[src/rtl/gpe_pkg.sv]
`timescale 1ns / 1ps

package gpe_pkg;

    localparam int IndexW  = 8;
    localparam int LevelW  = 6;
    localparam int ColorW  = 3 * LevelW;
    localparam int WeightW = 9;
    localparam int SumW    = 14;
    localparam int NumChan = 3;

    typedef logic [LevelW-1:0]  level_t;
    typedef logic [ColorW-1:0]  color_t;
    typedef logic [WeightW-1:0] weight_t;
    typedef logic [SumW-1:0]    sum_t;

    // Gradient mode codes; the spare code behaves as the two-stop ramp.
    typedef enum logic [1:0] {
        MODE_RAMP   = 2'd0,
        MODE_MIRROR = 2'd1,
        MODE_CYCLE  = 2'd2
    } mode_t;

    // Configuration register indexes.
    typedef enum logic [1:0] {
        REG_MODE   = 2'd0,
        REG_FIRST  = 2'd1,
        REG_MIDDLE = 2'd2,
        REG_LAST   = 2'd3
    } cfg_reg_t;

    // Which configured colour feeds a weight.
    typedef enum logic [1:0] {
        SEL_FIRST  = 2'd0,
        SEL_MIDDLE = 2'd1,
        SEL_LAST   = 2'd2
    } sel_t;

    // Divisor applied to the weighted sum.
    typedef enum logic [1:0] {
        DIV_255 = 2'd0,
        DIV_128 = 2'd1,
        DIV_85  = 2'd2
    } div_t;

    // Segment decode for one palette index, shared by all three channels.
    typedef struct packed {
        weight_t weight_a;
        weight_t weight_b;
        sel_t    sel_a;
        sel_t    sel_b;
        div_t    div_kind;
    } seg_t;

    localparam color_t FirstReset  = '0;
    localparam color_t MiddleReset = '0;
    localparam color_t LastReset   = '1;

    // Pick one channel level of the selected colour.
    function automatic level_t pick_level(sel_t sel, level_t f, level_t m, level_t l);
        level_t r;
        unique case (sel)
            SEL_FIRST:  r = f;
            SEL_MIDDLE: r = m;
            SEL_LAST:   r = l;
            default:    r = f;
        endcase
        return r;
    endfunction

    // Divide the weighted sum by its divisor. Division by 85 is done as
    // three times the sum over 255; the quotient by 255 uses the add-shift
    // form that is exact while the quotient stays within six bits.
    function automatic level_t divide_sum(sum_t sum, div_t kind);
        logic [15:0] t;
        logic [15:0] q;
        level_t      r;
        unique case (kind)
            DIV_85:  t = {2'b00, sum} + {1'b0, sum, 1'b0};
            default: t = {2'b00, sum};
        endcase
        q = (t + (t >> 8) + 16'd1) >> 8;
        unique case (kind)
            DIV_128: r = sum[LevelW+6:7];
            default: r = q[LevelW-1:0];
        endcase
        return r;
    endfunction

endpackage

[src/rtl/gradient_palette_entry.sv]
`timescale 1ns / 1ps

// Gradient palette entry generator. Each input word is a palette index and
// produces one output word with the entry's 6-bit red, green and blue levels,
// interpolated between the configured colours in the selected gradient mode;
// index zero is always black. One index is taken every clock unless output stall
// has filled every stage; its levels pass through an input register, a register
// holding the weighted sums of the three channels, and the output register that
// applies the divisor. Output stall backs up through these stages, so up to three
// words can be held while the output is stalled. Configuration registers
// take effect on the next word and must be written while no word is in flight.
module gradient_palette_entry
(
    input  logic                       clk,
    input  logic                       rst_n,
    input  logic                       cfg_write,
    input  logic [1:0]                 cfg_index,
    input  logic [gpe_pkg::ColorW-1:0] cfg_data,
    input  logic                       in_valid,
    output logic                       in_stall,
    input  logic [gpe_pkg::IndexW-1:0] entry_index,
    output logic                       out_valid,
    input  logic                       out_stall,
    output logic [gpe_pkg::LevelW-1:0] red_level,
    output logic [gpe_pkg::LevelW-1:0] green_level,
    output logic [gpe_pkg::LevelW-1:0] blue_level
);
    import gpe_pkg::*;

    logic [1:0]  mode_reg;
    color_t      first_reg;
    color_t      middle_reg;
    color_t      last_reg;

    logic        s1_valid_reg;
    logic [IndexW-1:0] s1_index_reg;
    logic        s2_valid_reg;
    sum_t        s2_sum_reg [NumChan];
    div_t        s2_div_reg;
    logic        out_valid_reg;
    level_t      level_reg [NumChan];

    logic        out_ready;
    logic        s2_ready;
    logic        s1_ready;
    seg_t        seg;
    sum_t        sum_next [NumChan];

    // Configuration registers.
    always_ff @(posedge clk or negedge rst_n)
    begin
        if (!rst_n)
        begin
            mode_reg   <= MODE_RAMP;
            first_reg  <= FirstReset;
            middle_reg <= MiddleReset;
            last_reg   <= LastReset;
        end
        else if (cfg_write)
        begin
            unique case (cfg_reg_t'(cfg_index))
                REG_MODE:   mode_reg   <= cfg_data[1:0];
                REG_FIRST:  first_reg  <= cfg_data;
                REG_MIDDLE: middle_reg <= cfg_data;
                REG_LAST:   last_reg   <= cfg_data;
                default:    mode_reg   <= mode_reg;
            endcase
        end
    end

    // Each stage advances when it is empty or the next stage can take its word.
    assign out_ready = !out_valid_reg || !out_stall;
    assign s2_ready  = !s2_valid_reg || out_ready;
    assign s1_ready  = !s1_valid_reg || s2_ready;
    assign in_stall  = !s1_ready;

    // Stage 1: input register.
    always_ff @(posedge clk or negedge rst_n)
    begin
        if (!rst_n)
        begin
            s1_valid_reg <= 1'b0;
        end
        else if (s1_ready)
        begin
            s1_valid_reg <= in_valid;
        end
    end

    always_ff @(posedge clk)
    begin
        if (s1_ready && in_valid)
        begin
            s1_index_reg <= entry_index;
        end
    end

    gpe_segment u_segment
    (
        .entry_index (s1_index_reg),
        .mode        (mode_reg),
        .seg         (seg)
    );

    // Weighted sum of two colour levels for each channel.
    for (genvar k = 0; k < NumChan; k++)
    begin : g_chan
        localparam int Lsb = (NumChan - 1 - k) * LevelW;
        level_t       lvl_a;
        level_t       lvl_b;
        logic [14:0]  prod_a;
        logic [14:0]  prod_b;
        logic [14:0]  sum_w;

        assign lvl_a  = pick_level(seg.sel_a, first_reg[Lsb +: LevelW],
                                   middle_reg[Lsb +: LevelW], last_reg[Lsb +: LevelW]);
        assign lvl_b  = pick_level(seg.sel_b, first_reg[Lsb +: LevelW],
                                   middle_reg[Lsb +: LevelW], last_reg[Lsb +: LevelW]);
        assign prod_a = {6'b0, seg.weight_a} * {9'b0, lvl_a};
        assign prod_b = {6'b0, seg.weight_b} * {9'b0, lvl_b};
        assign sum_w  = prod_a + prod_b;
        assign sum_next[k] = sum_w[SumW-1:0];
    end

    // Stage 2: weighted sums.
    always_ff @(posedge clk or negedge rst_n)
    begin
        if (!rst_n)
        begin
            s2_valid_reg <= 1'b0;
        end
        else if (s2_ready)
        begin
            s2_valid_reg <= s1_valid_reg;
        end
    end

    always_ff @(posedge clk)
    begin
        if (s2_ready && s1_valid_reg)
        begin
            s2_sum_reg <= sum_next;
            s2_div_reg <= seg.div_kind;
        end
    end

    // Stage 3: divide and hold the output word.
    always_ff @(posedge clk or negedge rst_n)
    begin
        if (!rst_n)
        begin
            out_valid_reg <= 1'b0;
        end
        else if (out_ready)
        begin
            out_valid_reg <= s2_valid_reg;
        end
    end

    always_ff @(posedge clk)
    begin
        if (out_ready && s2_valid_reg)
        begin
            for (int k = 0; k < NumChan; k++)
            begin
                level_reg[k] <= divide_sum(s2_sum_reg[k], s2_div_reg);
            end
        end
    end

    assign out_valid   = out_valid_reg;
    assign red_level   = level_reg[0];
    assign green_level = level_reg[1];
    assign blue_level  = level_reg[2];

    // An accepted word always lands in the input register.
    assert property (@(posedge clk) disable iff (!rst_n)
        (in_valid && !in_stall) |=> s1_valid_reg)
        else $error("accepted word did not reach the input register");

    // Input is held back only when every stage is occupied.
    assert property (@(posedge clk) disable iff (!rst_n)
        in_stall |-> (s1_valid_reg && s2_valid_reg && out_valid_reg))
        else $error("input stalled with a free stage");

    // Index zero yields zero sums on every channel.
    assert property (@(posedge clk) disable iff (!rst_n)
        (s1_valid_reg && s2_ready && s1_index_reg == '0) |=>
        (s2_sum_reg[0] == '0 && s2_sum_reg[1] == '0 && s2_sum_reg[2] == '0))
        else $error("index zero gave a nonzero sum");

endmodule

[src/rtl/gpe_segment.sv]
`timescale 1ns / 1ps

module gpe_segment
(
    input  logic [gpe_pkg::IndexW-1:0] entry_index,
    input  logic [1:0]                 mode,
    output gpe_pkg::seg_t              seg
);
    import gpe_pkg::*;

    weight_t idx;

    assign idx = {1'b0, entry_index};

    // Choose the two weights and colours of the segment the index falls in.
    // Index zero gets zero weights, which yields black in every mode.
    always_comb
    begin
        seg.weight_a = '0;
        seg.weight_b = '0;
        seg.sel_a    = SEL_FIRST;
        seg.sel_b    = SEL_LAST;
        seg.div_kind = DIV_255;
        unique case (mode)
            MODE_MIRROR:
            begin
                seg.div_kind = DIV_128;
                priority if (entry_index == '0)
                begin
                    seg.weight_a = '0;
                end
                else if (idx <= 9'd128)
                begin
                    seg.weight_a = idx;
                    seg.weight_b = 9'd128 - idx;
                    seg.sel_a    = SEL_LAST;
                    seg.sel_b    = SEL_FIRST;
                end
                else
                begin
                    seg.weight_a = idx - 9'd127;
                    seg.weight_b = 9'd255 - idx;
                    seg.sel_a    = SEL_FIRST;
                    seg.sel_b    = SEL_LAST;
                end
            end
            MODE_CYCLE:
            begin
                seg.div_kind = DIV_85;
                priority if (entry_index == '0)
                begin
                    seg.weight_a = '0;
                end
                else if (idx <= 9'd85)
                begin
                    seg.weight_a = idx;
                    seg.weight_b = 9'd86 - idx;
                    seg.sel_a    = SEL_MIDDLE;
                    seg.sel_b    = SEL_FIRST;
                end
                else if (idx <= 9'd170)
                begin
                    seg.weight_a = idx - 9'd85;
                    seg.weight_b = 9'd171 - idx;
                    seg.sel_a    = SEL_LAST;
                    seg.sel_b    = SEL_MIDDLE;
                end
                else
                begin
                    seg.weight_a = idx - 9'd170;
                    seg.weight_b = 9'd256 - idx;
                    seg.sel_a    = SEL_FIRST;
                    seg.sel_b    = SEL_LAST;
                end
            end
            default:
            begin
                seg.div_kind = DIV_255;
                if (entry_index != '0)
                begin
                    seg.weight_a = idx;
                    seg.weight_b = 9'd256 - idx;
                end
            end
        endcase
    end

endmodule

[config.mk]
export PLATFORM = sky130hd
export DESIGN_NAME = gradient_palette_entry
export DESIGN_NICKNAME = d
export VERILOG_FILES = /design/src/rtl/gpe_pkg.sv /design/src/rtl/gradient_palette_entry.sv /design/src/rtl/gpe_segment.sv
export SDC_FILE = /design/constraint.sdc
export NUM_CORES = 1
export LEC_CHECK = 0
export ABC_AREA = 1
export BUFFER_PORTS_ARGS = -buffer_cell sky130_fd_sc_hd__buf_2
export CAP_MARGIN = 5
export CORE_MARGIN = 10
export CORE_UTILIZATION = 55
export DETAILED_ROUTE_END_ITERATION = 10
export MAX_ROUTING_LAYER = met4
export PLACE_DENSITY = 0.84
export SLEW_MARGIN = 20
export SYNTH_ARGS = -nofsm -noshare
export SYNTH_HDL_FRONTEND = slang
export SYNTH_SLANG_ARGS = --single-unit
[constraint.sdc]
create_clock -name clk -period 7.55 [get_ports clk]
set_clock_uncertainty 0.05 [all_clocks]
set_input_delay 0.755 -clock clk [delete_from_list [all_inputs] [get_ports clk]]
set_output_delay 0.755 -clock clk [all_outputs]
set_load 0.03 [all_outputs]
==> summary.md, run 1 <==
| Metric | Value |
|---|---|
| RSZ-0062 raised after global routing | yes |
| Most frequent cells in the layout | 581 x nand2_1, 512 x inv_1, 231 x fa_1 |
| Initial Util | 0.558 |
| Max Fanout on Critical Path | 12 |
| Port-buffer cells | 52 |
| Total gr overflow | 0 |
| Tot GR Track Use | 0.264 |
| Post-synthesis sequential area ratio | 0.176 |
| Crit. End Element | register |
| Worst-skew pair later-pin latency | 460 ps |
| Worst hold path class | input port to asynchronous set/reset pin |
| Crit Path Class | register to register |
| Cell area after layout | 22200 um2 |
| Initial antenna violation count | 0 |
| Synthesized area | 20500 um2 |
| Die X | 213 um |
| Hold_buf cts | 0 |
| Root Driver | clkbuf_16 |
| Critical Path Max Stage Delay | 540 ps |
| Antenna cells | 0 |
| Max reg flops | 42 |
| Register bit total from synthesis | 129 |
| Total die area | 45300 um2 |
| Worst-path clk slew | 80 ps |
| Post-synthesis cell type count | 54 |
| Ys Warns | 0 |
| Max Transition Viols Final | 0 |
| Final Wtd Congestion | 0.997 |
| CTS Sinks | 129 |
| Detailed Route Iter0 Violations | 1823 |
| Post-DR wirelength/cell | 17.6 um |
| Placed Area | 21500 um2 |
| Final Setup Violations | 0 |
| Vias per inst | 5.69 |
| Area Growth Syn to Fin | 8.65% |
| Post-synth top area share | 0.226 |
| Number of global-route vias before repair | 18.3k |
| Layout cells sized above 1 | 0.108 |
| Crit. Startpoint | s1_index_reg[2] |
| ANT nets after route | 0 |
| WHS | 383 ps |
| CTS H-tree depth | 4 |
| Worst reg2reg path startpoint | s1_index_reg[2] |
| Worst path bufs/invs | 10 |
| Setup crit start kind | register |
| Req. time, crit path | 7690 ps |
| First-pass GRT wire length | 92500 um |
| Rel. slew slack | 0.388 |
| Die height | 213 um |
| TritonCTS clock tree | yes |
| Dominant cell type by area after synthesis | fa_1 |
| Pre-CTS setup slack | -182 ps |
| Async set-reset flop share out of synthesis | 0.457 |
| Largest net degree at the start of global routing | 60 |
| Post-Route WL | 56900 um |
| Commonest non-fill, non-tap cell in the layout | nand2_1 |
| Worst endpoint data arrival time | 7350 ps |
| Critical path's slowest cell | fa_1 |
| DRC viols | 0 |
| Synthesized area per cell | 7.63 um2 |
| Post-synthesis instance total | 2682 |
| Final WS setup | 339 ps |
| Core footprint | 36700 um2 |
| Post-layout net count | 3217 |
| MaxCap Viol Count | 0 |
| Rows | 70 |
| I/O pins | 53 |
| Minimum clock period | 7210 ps |
| Final Hold Fails | 0 |
| Synth area leaders | fa_1 23%, ha_1 12%, nand2_1 11% |
| Number of flops mapped to enable cells by yosys | 70 |
| Fin crit share | 0.955 |
| Hpwl dp | 45500 um |
| Pre-antenna DRT Iters | 8 |
| Fmax | 139 MHz |
| Status | complete, no violations |
| Worst-Margin Slew | 915 ps |
| Bufs on Longest Clock Path | 2 |
| Num CTS Buffers | 17 |
| DR vias | 18.4k |
| Setup TNS | 0 ps |
| Post-Syn Nets | 3141 |
| Top_reg_cell synth | edfxtp_1 |
| Top cell family by delay on the critical path | adder cells |
## worst reg2reg max path: cells and delay by family, from the launching register on
kind | cells | cell delay [ps]
AO/OA/AOI/OAI | 3 | 570
XOR/XNOR | 1 | 170
adder cells (fa/ha/maj) | 8 | 3290
buffers and inverters | 10 | 960
flip-flops | 1 | 420
AND/OR/NAND/NOR | 12 | 1500
## metrics by stage
stage | util | instances
2_1_floorplan | - | 2682
3_3_place_gp | 0.585 | 3200
3_5_place_dp | 0.585 | 3200
4_1_cts | 0.601 | 3232
6_report | 0.606 | 3239
5_1_grt | 0.606 | 3239
## Yosys cell counts (5+ instances only)
| cell type | count |
|---|---|
| a21oi_1 | 102 |
| a221o_1 | 34 |
| a31oi_1 | 6 |
| buf_2 | 17 |
| buf_4 | 6 |
| buf_6 | 9 |
| clkbuf_1 | 35 |
| dfrtp_1 | 41 |
| dfstp_2 | 18 |
| edfxtp_1 | 70 |
| fa_1 | 231 |
| ha_1 | 195 |
| inv_1 | 525 |
| inv_2 | 21 |
| nand2_1 | 582 |
| nand2_2 | 13 |
| nand3_1 | 190 |
| nand3_2 | 19 |
| nand3b_1 | 6 |
| nand4_1 | 17 |
| nor2_1 | 226 |
| nor2_4 | 5 |
| nor3_1 | 7 |
| o21ai_0 | 157 |
| o21ai_1 | 22 |
| or2_2 | 5 |
| xnor2_1 | 18 |
| xor2_1 | 54 |
## per-layer routing
| metal | global-route usage | wire length, um | up-vias |
|---|---|---|---|
| met5 | - | 0 | - |
| met4 | 0.106 | 2040 | 0 |
| met3 | 0.0478 | 4840 | 148 |
| met2 | 0.418 | 26300 | 843 |
| met1 | 0.329 | 23700 | 8825 |
| li1 | - | - | 8614 |
## what timing repair did
action	4_1_cts	5_1_grt
pin swaps	0	2
setup buffers	0	7
resized for setup	5	61
cloned	0	0
setup endpoints to repair	3	18
## logic make-up after synthesis
| kind of cell | share of synthesized area |
|---|---|
| xor gates and xnor gates | 0.0308 |
| and+or+nand+nor | 0.229 |
| DFF | 0.176 |
| adders and majority gates | 0.345 |
| AOI/OAI and AO/OA | 0.0998 |
| buffers and inverters | 0.119 |
## path summary, 6_finish.rpt
path                                   end  slack [ps]  cells past startpoint
setup / recovery            s2_sum_reg[41]         340                     34
hold / removal              middle_reg[12]         380                      2
setup reg to reg            s2_sum_reg[41]         340                     34
hold reg to reg               s2_valid_reg         450                      2
max in group asynchronous        out_valid        6530                      2
min in group clk           s1_index_reg[6]         420                      1
## cell type report
class | count | area, um2
multi-input cells | 1933 | 14600
fillers | 3226 | 14500
flip-flops and latches | 129 | 3600
inverters | 551 | 2090
repair buffers | 126 | 827
well taps | 468 | 586
clock buffers | 20 | 458
clock inverters | 12 | 119
Power of run 1 is not shown: default switching activity piles up to over one toggle a cycle in this logic, so the estimate is an artifact.
==> run 2, diff against run 1 <==
- clock period: 7.55 -> 6.39 ns (I/O delays scaled with it)
==> run 2 against run 1 <==
The flow now finishes with violations (setup timing). Die area is the same. Non-clock buffer count up 318. Critical path depth grew 2. Via count is 8.8% higher. Core utilization up 11 points. Maximum frequency rose by 3.6%. Register-to-register slack lost 910 ps. Largest cell class unchanged.
==> summary.md, run 2 (synthesis gave the netlist of run 1 again) <==
| Metric | Value |
|---|---|
| Antenna cells | 0 |
| Num CTS Buffers | 17 |
| Hpwl dp | 49600 um |
| Crit. End Element | register |
| Final Setup Violations | 24 |
| Most frequent CP cell | inv_2 |
| Layout filler cell count | 2671 |
| Hold_buf cts | 0 |
| Area Growth Syn to Fin | 28.5% |
| I/O pins | 53 |
| Layout cells sized above 1 | 0.277 |
| Core footprint | 36700 um2 |
| Pre-antenna DRT Iters | 6 |
| Worst-Margin Slew | 824 ps |
| Critical path's slowest cell | edfxtp_1 |
| MaxCap Viol Count | 0 |
| ANT nets after route | 0 |
| Max Fanout on Critical Path | 8 |
| DRC viols | 0 |
| Total gr overflow | 0 |
| Tot GR Track Use | 0.288 |
| Rel. slew slack | 0.449 |
| Status | complete, but fails checks |
| Post-DR wirelength/cell | 18.3 um |
| Worst-path clk slew | 70 ps |
| Worst-skew pair later-pin latency | 460 ps |
| CTS H-tree depth | 4 |
| Vias per inst | 5.64 |
| Initial antenna violation count | 0 |
| RSZ-0062 raised after global routing | yes |
| Total die area | 45300 um2 |
| Rows | 70 |
| Die X | 213 um |
| Initial Util | 0.558 |
| Post-layout net count | 3535 |
| Final WS setup | -569 ps |
| First-pass GRT wire length | 101000 um |
| Pre-CTS setup slack | -585 ps |
| Root Driver | clkbuf_16 |
| TritonCTS clock tree | yes |
| Fin crit share | 1.09 |
| Max Transition Viols Final | 0 |
| Final Wtd Congestion | 1.02 |
| Bufs on Longest Clock Path | 2 |
| Most frequent cells in the layout | 543 x nand2_1, 459 x inv_1, 316 x buf_4 |
| Die height | 213 um |
| DR vias | 20.1k |
| Req. time, crit path | 6540 ps |
| CTS Sinks | 129 |
| Number of global-route vias before repair | 20.2k |
| Port-buffer cells | 52 |
| Detailed Route Iter0 Violations | 1823 |
| Fmax | 144 MHz |
| Setup crit start kind | register |
| Worst hold path class | input port to asynchronous set/reset pin |
| Critical Path Max Stage Delay | 530 ps |
| Worst endpoint data arrival time | 7110 ps |
| Post-Route WL | 65100 um |
| Final Hold Fails | 0 |
| Crit Path Class | register to register |
| Violated checks | setup timing |
| Max reg flops | 42 |
| Largest net degree at the start of global routing | 60 |
| Setup TNS | -7230 ps |
| Minimum clock period | 6960 ps |
| Commonest non-fill, non-tap cell in the layout | nand2_1 |
==> run 2: cell type report <==
cell class	count	area (um2)	area share
multi-input combinational	1933	15800	0.602
timing repair buffer	444	3620	0.138
sequential	129	3600	0.137
inverter	551	2110	0.0803
tap	468	586	0.0223
clock buffer	20	468	0.0178
clock inverter	12	96.3	0.00366
==> run 2: final timing paths <==
kind | slack [ps] | cells past startpoint | to | start
max in group asynchronous | 5500 | 2 | out_valid | rst_n
hold reg to reg | 440 | 2 | s2_valid_reg | s1_valid_reg
setup / recovery | -570 | 36 | s2_sum_reg[38] | s1_index_reg[2]
hold / removal | 300 | 2 | middle_reg[14] | rst_n
setup reg to reg | -570 | 36 | s2_sum_reg[38] | s1_index_reg[2]
min in group clk | 310 | 1 | s1_index_reg[6] | entry_index[6]
==> run 2: worst max-delay path, delay by kind of cell, from the launching register on <==
family,cells,cell delay [ps]
xor+xnor,1,150
simple gates,6,610
compound gates,8,1190
buf+inv,13,1100
flops,1,530
fa+ha+maj,8,3070
==> run 2: metal layers <==
metal,track usage,vias to the layer above,share of wire
met5,-,-,0
met4,0.109,0,0.038
met3,0.0378,209,0.068
met2,0.482,908,0.49
met1,0.350,9686,0.40
li1,-,9256,-
==> run 2: through the flow <==
step	hold WS, ps	instance area (um2)	cells	util
6_report	296	26300	3557	0.717
2_1_floorplan	293	21200	2682	-
3_5_place_dp	418	24100	3451	0.655
3_3_place_gp	406	24100	3451	0.655
5_1_grt	307	26300	3557	0.717
4_1_cts	303	25500	3531	0.696
==> run 2: timing repair <==
action	CTS	global route
setup endpoints to repair	25	27
gates cloned	1	0
pin swaps	99	90
setup buffers	52	32
gates resized for setup	166	148
Power of run 2 is left out for the same reason.
==> run 3, diff against run 2 <==
- CORE_ASPECT_RATIO: default -> 1.1
==> run 3 against run 2 <==
The run still ends with setup timing left. First-iteration DRC count is 21% lower. Die area hardly changed. Maximum frequency is 0.99% higher. Non-clock buffer count is 12 lower. Critical path type unchanged. Global-route usage is 0.53 points lower. Core utilization is 1.7 points lower. Sequential share of layout area is 0.25 points higher. Worst hold slack worse by 16 ps.
==> summary.md, run 3 (synthesis gave the netlist of run 1 again) <==
| Metric | Value |
|---|---|
| Status | complete, but fails checks |
| Violated checks | setup timing |
| Crit Path Class | register to register |
| RSZ-0062 raised after global routing | yes |
| Worst hold path class | input port to asynchronous set/reset pin |
| Root Driver | clkbuf_16 |
| Final WS setup | -501 ps |
| Max Fanout on Critical Path | 9 |
| CTS H-tree depth | 4 |
| CTS Sinks | 129 |
| I/O pins | 53 |
| Detailed Route Iter0 Violations | 1436 |
| Initial Util | 0.554 |
| Max Transition Viols Final | 0 |
| Fin crit share | 1.08 |
| Max reg flops | 42 |
| Setup crit start kind | register |
| Die X | 204 um |
| Final Hold Fails | 0 |
| Total gr overflow | 0 |
| Total die area | 45400 um2 |
| Critical Path Max Stage Delay | 580 ps |
| Pre-antenna DRT Iters | 6 |
| Post-layout net count | 3523 |
| Setup TNS | -5520 ps |
| Rel. slew slack | 0.476 |
| Tot GR Track Use | 0.283 |
| Number of global-route vias before repair | 20.4k |
| Reg2Reg Depth | 36 |
| DR vias | 19.7k |
| Hpwl dp | 50400 um |
| Fin cells | 3572 |
| Dpl cells | 3469 |
| First-pass GRT wire length | 101000 um |
| Layout cells sized above 1 | 0.257 |
| Die height | 222 um |
| TritonCTS clock tree | yes |
| Post-Route WL | 62700 um |
| Post-DR wirelength/cell | 17.6 um |
| Req. time, crit path | 6550 ps |
| Port-buffer cells | 52 |
| Commonest non-fill, non-tap cell in the layout | nand2_1 |
| Worst-skew pair later-pin latency | 460 ps |
| Vias per inst | 5.51 |
| Rows | 74 |
| Most frequent cells in the layout | 556 x nand2_1, 472 x inv_1, 344 x buf_4 |
| Initial antenna violation count | 1 |
| Bufs on Longest Clock Path | 2 |
| Num CTS Buffers | 17 |
| ANT nets after route | 0 |
| MaxCap Viol Count | 0 |
| Critical path's slowest cell | fa_1 |
| Hold_buf cts | 0 |
| Final Wtd Congestion | 1.03 |
| Core footprint | 36900 um2 |
| Largest net degree at the start of global routing | 60 |
| Fmax | 145 MHz |
| Worst-Margin Slew | 783 ps |
| Minimum clock period | 6890 ps |
| DRC viols | 0 |
| Final Setup Violations | 24 |
| Crit. End Element | register |
| Worst-path clk slew | 60 ps |
| Worst endpoint data arrival time | 7050 ps |
| Area Growth Syn to Fin | 26.2% |
-- run 3: changes by cell type in the layout (fill, tap and decap cells not counted), moves of 7 or more --
cell	change
inv_2	-16
nand2_1	+13
buf_4	+28
inv_1	+13
nand2_2	-10
o21ai_0	+7
buf_6	-34
-- run 3: repair_timing --
action / CTS / global route
endpoints found under the hold margin: 0 / 0
setup buffers: 54 / 18
pin swaps: 77 / 58
endpoints found under the setup margin: 25 / 26
resized for setup: 120 / 86
-- run 3: critical path: cells and delay by family, from the launching register on --
family	cells	cell delay, ps
fa+ha+maj	8	3310
flops	1	420
buf+inv	11	950
simple gates	11	960
compound gates	6	940
-- run 3: layout make-up --
| type | instances | area (um2) |
|---|---|---|
| Multi-Input combinational cell | 1933 | 15600 |
| Fill cell | 2826 | 11100 |
| Sequential cell | 129 | 3600 |
| Timing Repair Buffer | 432 | 3340 |
| Inverter | 551 | 2120 |
| Tap cell | 494 | 618 |
| Clock buffer | 21 | 460 |
| Clock inverter | 11 | 104 |
| Antenna cell | 1 | 2.50 |
-- run 3: final timing paths --
path | to | from | slack, ps
max | s2_sum_reg[27] | s1_index_reg[1] | -500
min | first_reg[13] | rst_n | 280
max reg2reg | s2_sum_reg[27] | s1_index_reg[1] | -500
min reg2reg | out_valid | s2_valid_reg | 440
max in group asynchronous | first_reg[9] | rst_n | 5500
min in group clk | s1_index_reg[7] | entry_index[7] | 310
-- run 3: stage by stage --
stage | setup slack, ps | hold WS, ps | utilization | area [um2]
floorplan | -376 | 293 | - | 21200
global placement | -473 | 404 | 0.650 | 24000
detailed placement | -588 | 414 | 0.650 | 24000
CTS | -354 | 289 | 0.686 | 25400
global route | -723 | 296 | 0.699 | 25800
finish | -501 | 281 | 0.699 | 25800
-- run 3: routing by layer --
metal | up-vias | GRT usage | share of wire | wire, um
met5 | - | - | 0 | 0
met4 | 0 | 0.116 | 0.041 | 2590
met3 | 181 | 0.0386 | 0.061 | 3830
met2 | 761 | 0.491 | 0.51 | 32000
met1 | 9493 | 0.322 | 0.39 | 24300
li1 | 9235 | - | - | -
Power of run 3 is left out for the same reason.
